File: src/rtl/core/rscc_pkg.sv
// ----------------------------------------------------------------------------
// rscc_pkg: shared types and constants of the send credit controller
// Request and response records, configuration record, operation and status
// codes, register indexes and parameter defaults.
// ----------------------------------------------------------------------------
package rscc_pkg;

   // Parameter defaults
   localparam int MAX_QUEUE_DEPTH_DEF     = 4096;
   localparam int RESERVED_RECV_SLOTS_DEF = 3;
   localparam int INLINE_LIMIT_DEF        = 64;

   // Fixed limits
   localparam logic [12:0] RING_MAX    = 13'd4096;
   localparam logic [12:0] PEND_MAX    = 13'd8191;
   localparam logic [13:0] ACC_MAX     = 14'd16383;
   localparam logic [12:0] CAP_RESET   = 13'd129;

   // Operation codes
   localparam logic [2:0] OP_SEND      = 3'd0;
   localparam logic [2:0] OP_RECV_DATA = 3'd1;
   localparam logic [2:0] OP_RECV_ACK  = 3'd2;
   localparam logic [2:0] OP_SEND_DONE = 3'd3;

   // Status codes
   localparam logic [1:0] STATUS_OK    = 2'd0;
   localparam logic [1:0] STATUS_RETRY = 2'd1;
   localparam logic [1:0] STATUS_ERROR = 2'd2;

   // Register indexes
   localparam logic [1:0] REG_SEND_QUEUE_SIZE = 2'd0;
   localparam logic [1:0] REG_RECV_QUEUE_SIZE = 2'd1;
   localparam logic [1:0] REG_LOCAL_WINDOW    = 2'd2;
   localparam logic [1:0] REG_REMOTE_WINDOW   = 2'd3;

   localparam int CSR_ADDR_W = 4;
   localparam int CSR_DATA_W = 32;

   typedef struct packed {
      logic [2:0]  op;
      logic        message_done;
      logic [15:0] payload_len;
      logic [15:0] recv_len;
      logic [12:0] credit_return;
   } req_type;

   typedef struct packed {
      logic [1:0]  status;
      logic [11:0] send_slot;
      logic        inline_flag;
      logic        solicited_flag;
      logic        signaled_flag;
      logic [12:0] piggy_credits;
      logic [12:0] recv_slot;
      logic        wake_writer;
      logic        send_pure_ack;
      logic [12:0] pure_ack_credits;
      logic [15:0] delivered_len;
   } rsp_type;

   typedef struct packed {
      logic [12:0] send_queue_size;
      logic [12:0] recv_queue_size;
      logic [12:0] local_window_capacity;
      logic [12:0] remote_window_capacity;
   } cfg_type;

   // Reload of the send window on a write of the local window capacity.
   typedef struct packed {
      logic        load;
      logic [12:0] value;
   } win_load_type;

endpackage

File: src/rtl/core/rscc_if.sv
// ----------------------------------------------------------------------------
// rscc_if: request and response channels of the send credit controller
// Valid/ready channels carrying one request or one response record.
// ----------------------------------------------------------------------------
interface rscc_req_if;
   logic              valid;
   logic              ready;
   rscc_pkg::req_type payload;

   modport source (output valid, output payload, input ready);
   modport sink (input valid, input payload, output ready);
endinterface

interface rscc_rsp_if;
   logic              valid;
   logic              ready;
   rscc_pkg::rsp_type payload;

   modport source (output valid, output payload, input ready);
   modport sink (input valid, input payload, output ready);
endinterface

File: src/rtl/core/rscc_csr.sv
// ----------------------------------------------------------------------------
// rscc_csr: configuration registers
// APB-style register file holding ring sizes and window capacities.
// ----------------------------------------------------------------------------
module rscc_csr (
   input  logic                                 clock,
   input  logic                                 reset,
   input  logic                                 psel,
   input  logic                                 penable,
   input  logic                                 pwrite,
   input  logic [rscc_pkg::CSR_ADDR_W-1:0]      paddr,
   input  logic [rscc_pkg::CSR_DATA_W-1:0]      pwdata,
   output logic [rscc_pkg::CSR_DATA_W-1:0]      prdata,
   output logic                                 pready,
   output rscc_pkg::cfg_type                    cfg,
   output rscc_pkg::win_load_type               win_load
);

   rscc_pkg::cfg_type cfg_ff;
   rscc_pkg::cfg_type cfg_in;
   logic              wr_en;
   logic [1:0]        reg_idx;
   logic [12:0]       wr_val;
   logic [12:0]       rd_val;

   assign pready  = 1'b1;
   assign wr_en   = psel && penable && pwrite;
   assign reg_idx = paddr[3:2];
   assign wr_val  = pwdata[12:0];

   always_comb begin
      cfg_in = cfg_ff;
      if (wr_en) begin
         case (reg_idx)
            rscc_pkg::REG_SEND_QUEUE_SIZE: cfg_in.send_queue_size        = wr_val;
            rscc_pkg::REG_RECV_QUEUE_SIZE: cfg_in.recv_queue_size        = wr_val;
            rscc_pkg::REG_LOCAL_WINDOW:    cfg_in.local_window_capacity  = wr_val;
            rscc_pkg::REG_REMOTE_WINDOW:   cfg_in.remote_window_capacity = wr_val;
            default:                       cfg_in = cfg_ff;
         endcase
      end
   end

   always_ff @(posedge clock) begin
      if (reset) begin
         cfg_ff.send_queue_size        <= rscc_pkg::CAP_RESET;
         cfg_ff.recv_queue_size        <= rscc_pkg::CAP_RESET;
         cfg_ff.local_window_capacity  <= rscc_pkg::CAP_RESET;
         cfg_ff.remote_window_capacity <= rscc_pkg::CAP_RESET;
      end else begin
         cfg_ff <= cfg_in;
      end
   end

   always_comb begin
      case (reg_idx)
         rscc_pkg::REG_SEND_QUEUE_SIZE: rd_val = cfg_ff.send_queue_size;
         rscc_pkg::REG_RECV_QUEUE_SIZE: rd_val = cfg_ff.recv_queue_size;
         rscc_pkg::REG_LOCAL_WINDOW:    rd_val = cfg_ff.local_window_capacity;
         rscc_pkg::REG_REMOTE_WINDOW:   rd_val = cfg_ff.remote_window_capacity;
         default:                       rd_val = '0;
      endcase
   end

   assign prdata = {{(rscc_pkg::CSR_DATA_W - 13){1'b0}}, rd_val};

   assign cfg            = cfg_ff;
   assign win_load.load  = wr_en && (reg_idx == rscc_pkg::REG_LOCAL_WINDOW);
   assign win_load.value = wr_val;

endmodule

File: src/rtl/core/rscc_engine.sv
// ----------------------------------------------------------------------------
// rscc_engine: credit and completion state with its single-pass update
// Holds the window, credit and ring pointer state and forms one response
// per request in combinational logic.
// ----------------------------------------------------------------------------
module rscc_engine #(
   parameter int MAX_QUEUE_DEPTH     = rscc_pkg::MAX_QUEUE_DEPTH_DEF,
   parameter int RESERVED_RECV_SLOTS = rscc_pkg::RESERVED_RECV_SLOTS_DEF,
   parameter int INLINE_LIMIT        = rscc_pkg::INLINE_LIMIT_DEF
) (
   input  logic                   clock,
   input  logic                   reset,
   input  logic                   step,
   input  rscc_pkg::req_type      req,
   input  rscc_pkg::cfg_type      cfg,
   input  rscc_pkg::win_load_type win_load,
   output rscc_pkg::rsp_type      rsp
);

   localparam int WinW = $clog2(MAX_QUEUE_DEPTH + 1);
   localparam int SumW = ((WinW > 13) ? WinW : 13) + 1;
   localparam logic [SumW-1:0] MaxDepth = SumW'(MAX_QUEUE_DEPTH);
   localparam logic [12:0]     Reserved = 13'(RESERVED_RECV_SLOTS);
   localparam logic [16:0]     InlineMax = 17'(INLINE_LIMIT);

   logic [WinW-1:0] window_ff,   window_in;
   logic [12:0]     pend_ff,     pend_in;
   logic [13:0]     acc_ff,      acc_in;
   logic [12:0]     unsol_ff,    unsol_in;
   logic [12:0]     unsig_ff,    unsig_in;
   logic [11:0]     head_ff,     head_in;
   logic [12:0]     rix_ff,      rix_in;

   logic [12:0]     sq_size;
   logic [12:0]     rq_size;
   logic [12:0]     rring;
   logic [10:0]     lwc_q;
   logic [10:0]     rwc_q;
   logic [11:0]     rwc_h;
   logic            window_zero;
   logic [12:0]     unsol_inc;
   logic [12:0]     unsig_inc;
   logic [14:0]     acc_sum;
   logic [13:0]     acc_sat;
   logic            sol;
   logic [12:0]     head_inc;
   logic [13:0]     rix_inc;
   logic [SumW-1:0] win_sum;
   logic [SumW-1:0] load_ext;
   logic [12:0]     pend_inc;
   logic [15:0]     len;

   // Ring sizes are clamped to 1..4096.
   always_comb begin
      if (cfg.send_queue_size == 13'd0) begin
         sq_size = 13'd1;
      end else if (cfg.send_queue_size > rscc_pkg::RING_MAX) begin
         sq_size = rscc_pkg::RING_MAX;
      end else begin
         sq_size = cfg.send_queue_size;
      end
      if (cfg.recv_queue_size == 13'd0) begin
         rq_size = 13'd1;
      end else if (cfg.recv_queue_size > rscc_pkg::RING_MAX) begin
         rq_size = rscc_pkg::RING_MAX;
      end else begin
         rq_size = cfg.recv_queue_size;
      end
   end

   assign rring = rq_size + Reserved;
   assign lwc_q = cfg.local_window_capacity[12:2];
   assign rwc_q = cfg.remote_window_capacity[12:2];
   assign rwc_h = cfg.remote_window_capacity[12:1];

   assign window_zero = (window_ff == '0);
   assign unsol_inc   = unsol_ff + 13'd1;
   assign unsig_inc   = unsig_ff + 13'd1;
   assign acc_sum     = {1'b0, acc_ff} + {2'b00, pend_ff};
   assign acc_sat     = (acc_sum > {1'b0, rscc_pkg::ACC_MAX}) ? rscc_pkg::ACC_MAX
                                                              : acc_sum[13:0];
   assign head_inc    = {1'b0, head_ff} + 13'd1;
   assign rix_inc     = {1'b0, rix_ff} + 14'd1;
   assign win_sum     = SumW'(window_ff) + SumW'(req.credit_return);
   assign load_ext    = SumW'(win_load.value);
   assign pend_inc    = (pend_ff < rscc_pkg::PEND_MAX) ? (pend_ff + 13'd1) : pend_ff;
   assign len         = (req.op == rscc_pkg::OP_RECV_DATA) ? req.recv_len : 16'd0;

   always_comb begin
      window_in = window_ff;
      pend_in   = pend_ff;
      acc_in    = acc_ff;
      unsol_in  = unsol_ff;
      unsig_in  = unsig_ff;
      head_in   = head_ff;
      rix_in    = rix_ff;
      sol       = 1'b0;
      rsp       = '0;

      case (req.op)
         rscc_pkg::OP_SEND: begin
            if (window_zero) begin
               rsp.status = rscc_pkg::STATUS_RETRY;
            end else begin
               rsp.status        = rscc_pkg::STATUS_OK;
               rsp.send_slot     = head_ff;
               rsp.piggy_credits = pend_ff;
               rsp.inline_flag   = ({1'b0, req.payload_len} <= InlineMax);
               pend_in           = '0;
               if (req.message_done) begin
                  sol = 1'b1;
               end else begin
                  unsol_in = unsol_inc;
                  acc_in   = acc_sat;
                  sol      = (unsol_inc > {2'b00, lwc_q}) ||
                             (acc_sat > {3'b000, rwc_q});
               end
               if (sol) begin
                  unsol_in = '0;
                  acc_in   = '0;
               end
               rsp.solicited_flag = sol;
               // A zero quarter capacity makes every send signaled.
               if (unsig_inc >= {2'b00, lwc_q}) begin
                  rsp.signaled_flag = 1'b1;
                  unsig_in          = '0;
               end else begin
                  unsig_in = unsig_inc;
               end
               head_in   = (head_inc >= sq_size) ? 12'd0 : head_inc[11:0];
               window_in = window_ff - WinW'(1);
            end
         end
         rscc_pkg::OP_RECV_DATA, rscc_pkg::OP_RECV_ACK: begin
            rsp.status = rscc_pkg::STATUS_OK;
            if (req.credit_return != 13'd0) begin
               rsp.wake_writer = window_zero;
               window_in = (win_sum > MaxDepth) ? WinW'(MAX_QUEUE_DEPTH)
                                                : win_sum[WinW-1:0];
            end
            rsp.recv_slot = rix_ff;
            rix_in = (rix_inc >= {1'b0, rring}) ? 13'd0 : rix_inc[12:0];
            if (len != 16'd0) begin
               // The test uses the count before this completion is added.
               if ({1'b0, pend_ff} > {2'b00, rwc_h}) begin
                  rsp.send_pure_ack    = 1'b1;
                  rsp.pure_ack_credits = pend_inc;
                  pend_in              = '0;
               end else begin
                  pend_in = pend_inc;
               end
            end
            rsp.delivered_len = len;
         end
         rscc_pkg::OP_SEND_DONE: begin
            rsp.status = rscc_pkg::STATUS_OK;
         end
         default: begin
            rsp.status = rscc_pkg::STATUS_ERROR;
         end
      endcase
   end

   always_ff @(posedge clock) begin
      if (reset) begin
         window_ff <= (SumW'(rscc_pkg::CAP_RESET) > MaxDepth) ? WinW'(MAX_QUEUE_DEPTH)
                                                            : WinW'(rscc_pkg::CAP_RESET);
         pend_ff   <= '0;
         acc_ff    <= '0;
         unsol_ff  <= '0;
         unsig_ff  <= '0;
         head_ff   <= '0;
         rix_ff    <= '0;
      end else if (win_load.load) begin
         window_ff <= (load_ext > MaxDepth) ? WinW'(MAX_QUEUE_DEPTH)
                                            : load_ext[WinW-1:0];
      end else if (step) begin
         window_ff <= window_in;
         pend_ff   <= pend_in;
         acc_ff    <= acc_in;
         unsol_ff  <= unsol_in;
         unsig_ff  <= unsig_in;
         head_ff   <= head_in;
         rix_ff    <= rix_in;
      end
   end

endmodule

File: src/rtl/core/rdma_send_credit_controller_top.sv
// Path: an accepted request waits in the input register, then passes through the
// engine into the response register once that is free or draining.
// Throughput: one request per cycle while the response side does not stall; the
// credit state updates once per request. Reset: synchronous, active high; clears
// the stage valid bits and credit state and loads the configuration defaults of 129.
// ----------------------------------------------------------------------------
// rdma_send_credit_controller_top: send credit controller top level
// Input register, single-pass credit engine, response register and the
// configuration register file.
// ----------------------------------------------------------------------------
module rdma_send_credit_controller_top #(
   parameter int MAX_QUEUE_DEPTH     = rscc_pkg::MAX_QUEUE_DEPTH_DEF,
   parameter int RESERVED_RECV_SLOTS = rscc_pkg::RESERVED_RECV_SLOTS_DEF,
   parameter int INLINE_LIMIT        = rscc_pkg::INLINE_LIMIT_DEF
) (
   input  logic                            clock,
   input  logic                            reset,
   rscc_req_if.sink                        req_chan,
   rscc_rsp_if.source                      rsp_chan,
   input  logic                            psel,
   input  logic                            penable,
   input  logic                            pwrite,
   input  logic [rscc_pkg::CSR_ADDR_W-1:0] paddr,
   input  logic [rscc_pkg::CSR_DATA_W-1:0] pwdata,
   output logic [rscc_pkg::CSR_DATA_W-1:0] prdata,
   output logic                            pready
);

   rscc_pkg::cfg_type      cfg;
   rscc_pkg::win_load_type win_load;
   rscc_pkg::req_type      in_data_ff;
   logic                   in_valid_ff, in_valid_in;
   rscc_pkg::rsp_type      rsp_data_ff;
   rscc_pkg::rsp_type      rsp_next;
   logic                   rsp_valid_ff, rsp_valid_in;
   logic                   advance;
   logic                   in_ready;

   // The request moves on whenever the response register is free or drains.
   assign advance  = in_valid_ff && (!rsp_valid_ff || rsp_chan.ready);
   assign in_ready = !in_valid_ff || advance;

   assign req_chan.ready   = in_ready;
   assign rsp_chan.valid   = rsp_valid_ff;
   assign rsp_chan.payload = rsp_data_ff;

   always_comb begin
      in_valid_in = in_valid_ff;
      if (in_ready) begin
         in_valid_in = req_chan.valid;
      end
      rsp_valid_in = rsp_valid_ff;
      if (advance) begin
         rsp_valid_in = 1'b1;
      end else if (rsp_chan.ready) begin
         rsp_valid_in = 1'b0;
      end
   end

   always_ff @(posedge clock) begin
      if (reset) begin
         in_valid_ff  <= 1'b0;
         rsp_valid_ff <= 1'b0;
      end else begin
         in_valid_ff  <= in_valid_in;
         rsp_valid_ff <= rsp_valid_in;
      end
   end

   always_ff @(posedge clock) begin
      if (in_ready && req_chan.valid) begin
         in_data_ff <= req_chan.payload;
      end
      if (advance) begin
         rsp_data_ff <= rsp_next;
      end
   end

   rscc_csr u_csr (
      .clock    (clock),
      .reset    (reset),
      .psel     (psel),
      .penable  (penable),
      .pwrite   (pwrite),
      .paddr    (paddr),
      .pwdata   (pwdata),
      .prdata   (prdata),
      .pready   (pready),
      .cfg      (cfg),
      .win_load (win_load)
   );

   rscc_engine #(
      .MAX_QUEUE_DEPTH     (MAX_QUEUE_DEPTH),
      .RESERVED_RECV_SLOTS (RESERVED_RECV_SLOTS),
      .INLINE_LIMIT        (INLINE_LIMIT)
   ) u_engine (
      .clock    (clock),
      .reset    (reset),
      .step     (advance),
      .req      (in_data_ff),
      .cfg      (cfg),
      .win_load (win_load),
      .rsp      (rsp_next)
   );

endmodule

File: src/flat_wrapper.sv
// flat-port wrapper written by rule: the top's interface ports become plain ports
module rdma_send_credit_controller_top_flat 
#(
   parameter int MAX_QUEUE_DEPTH     = rscc_pkg::MAX_QUEUE_DEPTH_DEF,
   parameter int RESERVED_RECV_SLOTS = rscc_pkg::RESERVED_RECV_SLOTS_DEF,
   parameter int INLINE_LIMIT        = rscc_pkg::INLINE_LIMIT_DEF
)
  (clock, reset, psel, penable, pwrite, paddr, pwdata, prdata, pready, req_chan_valid, req_chan_payload, req_chan_ready, rsp_chan_valid, rsp_chan_payload, rsp_chan_ready);
  rscc_req_if req_chan_i ();
  rscc_rsp_if rsp_chan_i ();
  input  logic clock;
  input  logic reset;
  input  logic psel;
  input  logic penable;
  input  logic pwrite;
  input  logic [rscc_pkg::CSR_ADDR_W-1:0] paddr;
  input  logic [rscc_pkg::CSR_DATA_W-1:0] pwdata;
  output logic [rscc_pkg::CSR_DATA_W-1:0] prdata;
  output logic pready;
  input wire logic [$bits(req_chan_i.valid)-1:0] req_chan_valid;
  input wire logic [$bits(req_chan_i.payload)-1:0] req_chan_payload;
  output wire logic [$bits(req_chan_i.ready)-1:0] req_chan_ready;
  output wire logic [$bits(rsp_chan_i.valid)-1:0] rsp_chan_valid;
  output wire logic [$bits(rsp_chan_i.payload)-1:0] rsp_chan_payload;
  input wire logic [$bits(rsp_chan_i.ready)-1:0] rsp_chan_ready;
  assign req_chan_i.valid = req_chan_valid;
  assign req_chan_i.payload = req_chan_payload;
  assign req_chan_ready = req_chan_i.ready;
  assign rsp_chan_valid = rsp_chan_i.valid;
  assign rsp_chan_payload = rsp_chan_i.payload;
  assign rsp_chan_i.ready = rsp_chan_ready;
  rdma_send_credit_controller_top #(.MAX_QUEUE_DEPTH(MAX_QUEUE_DEPTH), .RESERVED_RECV_SLOTS(RESERVED_RECV_SLOTS), .INLINE_LIMIT(INLINE_LIMIT)) u_core (.clock(clock), .reset(reset), .req_chan(req_chan_i), .rsp_chan(rsp_chan_i), .psel(psel), .penable(penable), .pwrite(pwrite), .paddr(paddr), .pwdata(pwdata), .prdata(prdata), .pready(pready));
endmodule
File: config.mk
export PLATFORM = sky130hd
export DESIGN_NAME = rdma_send_credit_controller_top_flat
export DESIGN_NICKNAME = d
export VERILOG_FILES = /design/src/rtl/core/rscc_pkg.sv /design/src/rtl/core/rscc_if.sv /design/src/rtl/core/rscc_csr.sv /design/src/rtl/core/rscc_engine.sv /design/src/rtl/core/rdma_send_credit_controller_top.sv /design/src/flat_wrapper.sv
export SDC_FILE = /design/constraint.sdc
export NUM_CORES = 1
export LEC_CHECK = 0
export ABC_AREA = 1
export BUFFER_PORTS_ARGS = -buffer_cell sky130_fd_sc_hd__buf_2
export CAP_MARGIN = 20
export CELL_PAD_IN_SITES_DETAIL_PLACEMENT = 1
export CELL_PAD_IN_SITES_GLOBAL_PLACEMENT = 1
export CORE_MARGIN = 1.5
export CORE_UTILIZATION = 30
export CTS_BUF_LIST = sky130_fd_sc_hd__clkbuf_16
export DETAILED_ROUTE_END_ITERATION = 10
export GPL_ROUTABILITY_DRIVEN = 0
export GPL_TIMING_DRIVEN = 0
export HOLD_SLACK_MARGIN = 0.02
export PLACE_DENSITY_LB_ADDON = 0.05
export SYNTH_ARGS = -nofsm -noshare
export SYNTH_HDL_FRONTEND = slang
export SYNTH_HIERARCHICAL = 1
export SYNTH_SLANG_ARGS = --single-unit
export TNS_END_PERCENT = 30
File: constraint.sdc
create_clock -name clock -period 8.17 [get_ports clock]
set_clock_uncertainty 0.2 [all_clocks]
set_input_delay 1.2255 -clock clock [delete_from_list [all_inputs] [get_ports clock]]
set_output_delay 1.2255 -clock clock [all_outputs]
set_load 0.01 [all_outputs]
==> run_results.csv <==
group,metric,value,unit
critical_path,worstPathMaxFanout,10,
critical_path,crit_path_start_kind,"flop",
cts,clock_sinks,268,
grt,grt_max_degree,39,
pwr,pwr_density_cell,175,nW/µm²
placed_design,io_buffers,159,
grt,overflow,0,
route,vias,14500,
cts,path_clk_slew,0.06,ns
sta,grt_setup_unrepaired,"false",
pwr,ir_worst_vdd,0.135,mV
job,max_cap_violations,0,
synthesis,synth_warnings,6,
synthesis,synth.distinct_cells,53,
floorplan,die_area,55400,µm²
route,vias_per_cell,4.74,
sta,hold_viol,0,
cells_and_area,fill_cells,6527,
cells_and_area,final_area,19200,µm²
sta,finalCritPeriodShare,55.1,%
placed_design,dpl.hpwl,43500,µm
sta,worst_pin_slew,0.976,ns
synthesis,synth_enable_flop_cells,123,
synthesis,syn_area,16200,µm²
route,dr.pass1.iters,5,
critical_path,arrival,4.62,ns
floorplan,die_x,235,µm
min_path,hp-class,"flop to flop",
critical_path,crit_type,"flop to flop",
critical_path,endpoint_kind,"flop",
cells_and_area,multi_input_area,8070,µm²
route,wl,54500,µm
critical_path,worstPathRequired,8.29,ns
placed_design,placed_area,18000,µm²
synthesis,synth_common_cells,"503 x nand2_1, 291 x nor2_1, 251 x inv_1",
cells_and_area,num-nets-final,2546,
grt,grt.total_usage,19.7,%
critical_path,cpMostUsedCell,"nand2_1",
sta,setup_viol,0,
synthesis,synth.top_cell.area_share,22.8,%
critical_path,max_stage_delay,0.48,ns
cts,cts_hold_buffers,0,
sta,timing.slew.headroom,34.9,%
synthesis,avgSynthCellArea,7.61,µm²
grt,antenna_found_initial,2,
cts,clk_path_buf_depth,3,
synthesis,ys_seq_area_share,40.7,%
critical_path,critPathSlowestCell,"dfxtp_1",
floorplan,row_count,84,
cts,post-cts-setup-buffers,0,
cts,cts_tree,"built",
synthesis,ys.flop_type,"dfxtp_1",
synthesis,yosys.area.top_type,"edfxtp_1",
route,antenna_left,0,
cts,cts_max_level,2,
floorplan,io_pins,201,
synthesis,synthTopCellsByArea,"edfxtp_1 23%, dfxtp_1 18%, nand2_1 12%",
floorplan,core,53000,µm²
grt,grt_first_pass_wirelength,85200,µm
floorplan,start_util,30.6,%
cells_and_area,drive_gt1_share,14.9,%
sta,post-route-min-period,4.50,ns
floorplan,dieHeight,235,µm
cts,numCtsBuffers,36,
synthesis,postSynth.asyncResetShare,0,%
synthesis,synthCells,2129,
cts,cts_resized,0,
route,drc_errors,0,
cells_and_area,regArea,6600,µm²
route,wire_per_inst,17.8,µm
critical_path,cp_top_family,"simple AND/OR/NAND/NOR gates",
critical_path,worst-path-buf-inv,6,
sta,timing.hold.ws,0.265,ns
pwr,leakagePower,8.50,nW
grt,grt_pass1_vias,15200,
cts,clkLatencyLatePin,0.55,ns
cells_and_area,syn2layout_area_growth,18.4,%
synthesis,synth.most_common_cell,"nand2_1",
run_status,status,"complete, no violations",
sta,slew_viol_final,0,
synthesis,ys_ff_latch,268,
route,initialDrtViolationCount,617,
cts,clockRootBuffer,"clkbuf_16",
sta,max_freq,0.222,GHz
[state kept, by name (all words and copies together), names as in the netlist]
register / cells
u_core/in_data_ff: 49
u_core/in_valid_ff: 1
u_core/rsp_chan.payload: 74
u_core/rsp_chan.valid: 1
u_core/u_csr/cfg: 52
u_core/u_engine/acc_ff: 14
u_core/u_engine/head_ff: 12
u_core/u_engine/pend_ff: 13
u_core/u_engine/rix_ff: 13
u_core/u_engine/unsig_ff: 13
u_core/u_engine/unsol_ff: 13
u_core/u_engine/window_ff: 13
[cell type report]
class	count	share of cell area [%]
antenna	1	0.0131
buffer	100	3.23
clock buffer	38	4.96
clock inverter	28	1.03
inverter	262	5.13
multi-input combinational	1517	42.1
sequential	268	34.4
tap	688	4.49
timing repair buffer	163	4.61
[tightest hold or removal path: cells and delay by family (launching register included)]
kind,cells,cell delay (ns)
flip-flops,1,0.31
buffers and inverters,1,0.04
AND/OR/NAND/NOR,1,0.07
[layout by cell type (no fill, tap or decap), types with 4 or more instances in the layout]
| cell type | n |
|---|---|
| a21oi_1 | 141 |
| a21oi_2 | 4 |
| buf_1 | 6 |
| buf_2 | 180 |
| buf_4 | 44 |
| buf_6 | 7 |
| clkbuf_1 | 22 |
| clkbuf_16 | 38 |
| clkinv_2 | 5 |
| conb_1 | 20 |
| dfxtp_1 | 145 |
| edfxtp_1 | 123 |
| ha_1 | 104 |
| inv_1 | 262 |
| inv_2 | 11 |
| nand2_1 | 503 |
| nand2_2 | 7 |
| nand3_1 | 132 |
| nand3_2 | 6 |
| nand3b_1 | 6 |
| nand4_1 | 68 |
| nor2_1 | 291 |
| nor2_2 | 9 |
| nor2_4 | 6 |
| nor3_1 | 24 |
| nor3_2 | 9 |
| nor4_1 | 25 |
| o21a_1 | 13 |
| o21ai_0 | 47 |
| o21bai_1 | 4 |
| or2_2 | 5 |
| xnor2_1 | 12 |
| xor2_1 | 49 |
[cells by family (layout without fill, tap and decap cells)]
logic type / after synthesis / after routing / share of synthesized area [%]
other: 2 / 21 / 0.0464
AOI/OAI and AO/OA: 226 / 226 / 7.61
adders and majority gates: 106 / 106 / 8.28
buffers and inverters: 362 / 591 / 9.90
and+or+nand+nor: 1104 / 1104 / 30.1
DFF: 268 / 268 / 40.7
xor gates and xnor gates: 61 / 61 / 3.30
[path summary, 6_finish.rpt]
check / from / endpoint / slack (ns) / depth (start not counted)
worst max-delay path: u_core/u_engine/pend_ff[0] / u_core/rsp_chan.payload[58] / 3.67 / 27
worst min-delay path: u_core/u_engine/acc_ff[11] / u_core/u_engine/acc_ff[11] / 0.26 / 2
worst max register to register: u_core/u_engine/pend_ff[0] / u_core/rsp_chan.payload[58] / 3.67 / 27
worst min register to register: u_core/u_engine/acc_ff[11] / u_core/u_engine/acc_ff[11] / 0.26 / 2
[power breakdown]
| part | internal (mW) | leakage [nW] | switching [mW] |
|---|---|---|---|
| sequential | 1.44 | 2.40 | 0.0245 |
| clock | 0.908 | 0.605 | 0.639 |
| combinational | 0.116 | 5.49 | 0.227 |
[per-stage QoR]
stage	setup WS, ns	instances	setup TNS, ns	util, %	total power [mW]
after global placement	-1.52	2994	-98.84	33.8	1.84
after global routing	3.25	3064	0	36.2	3.52
after floorplan	1.56	2147	0	-	1.71
final	3.67	3065	0	36.2	3.36
after detailed placement	3.57	2998	0	34.0	1.84
after CTS	3.58	3064	0	36.2	3.42
[per-layer routing]
| metal | vias up | global-route usage, % | share of wire [%] |
|---|---|---|---|
| met5 | - | 0 | 0 |
| met4 | 0 | 5.02 | 2.1 |
| met3 | 58 | 2.71 | 3.1 |
| met2 | 182 | 33.2 | 46 |
| met1 | 6918 | 26.4 | 48 |
| li1 | 7374 | - | - |
No activity file was read; power rests on OpenSTA's default activity.
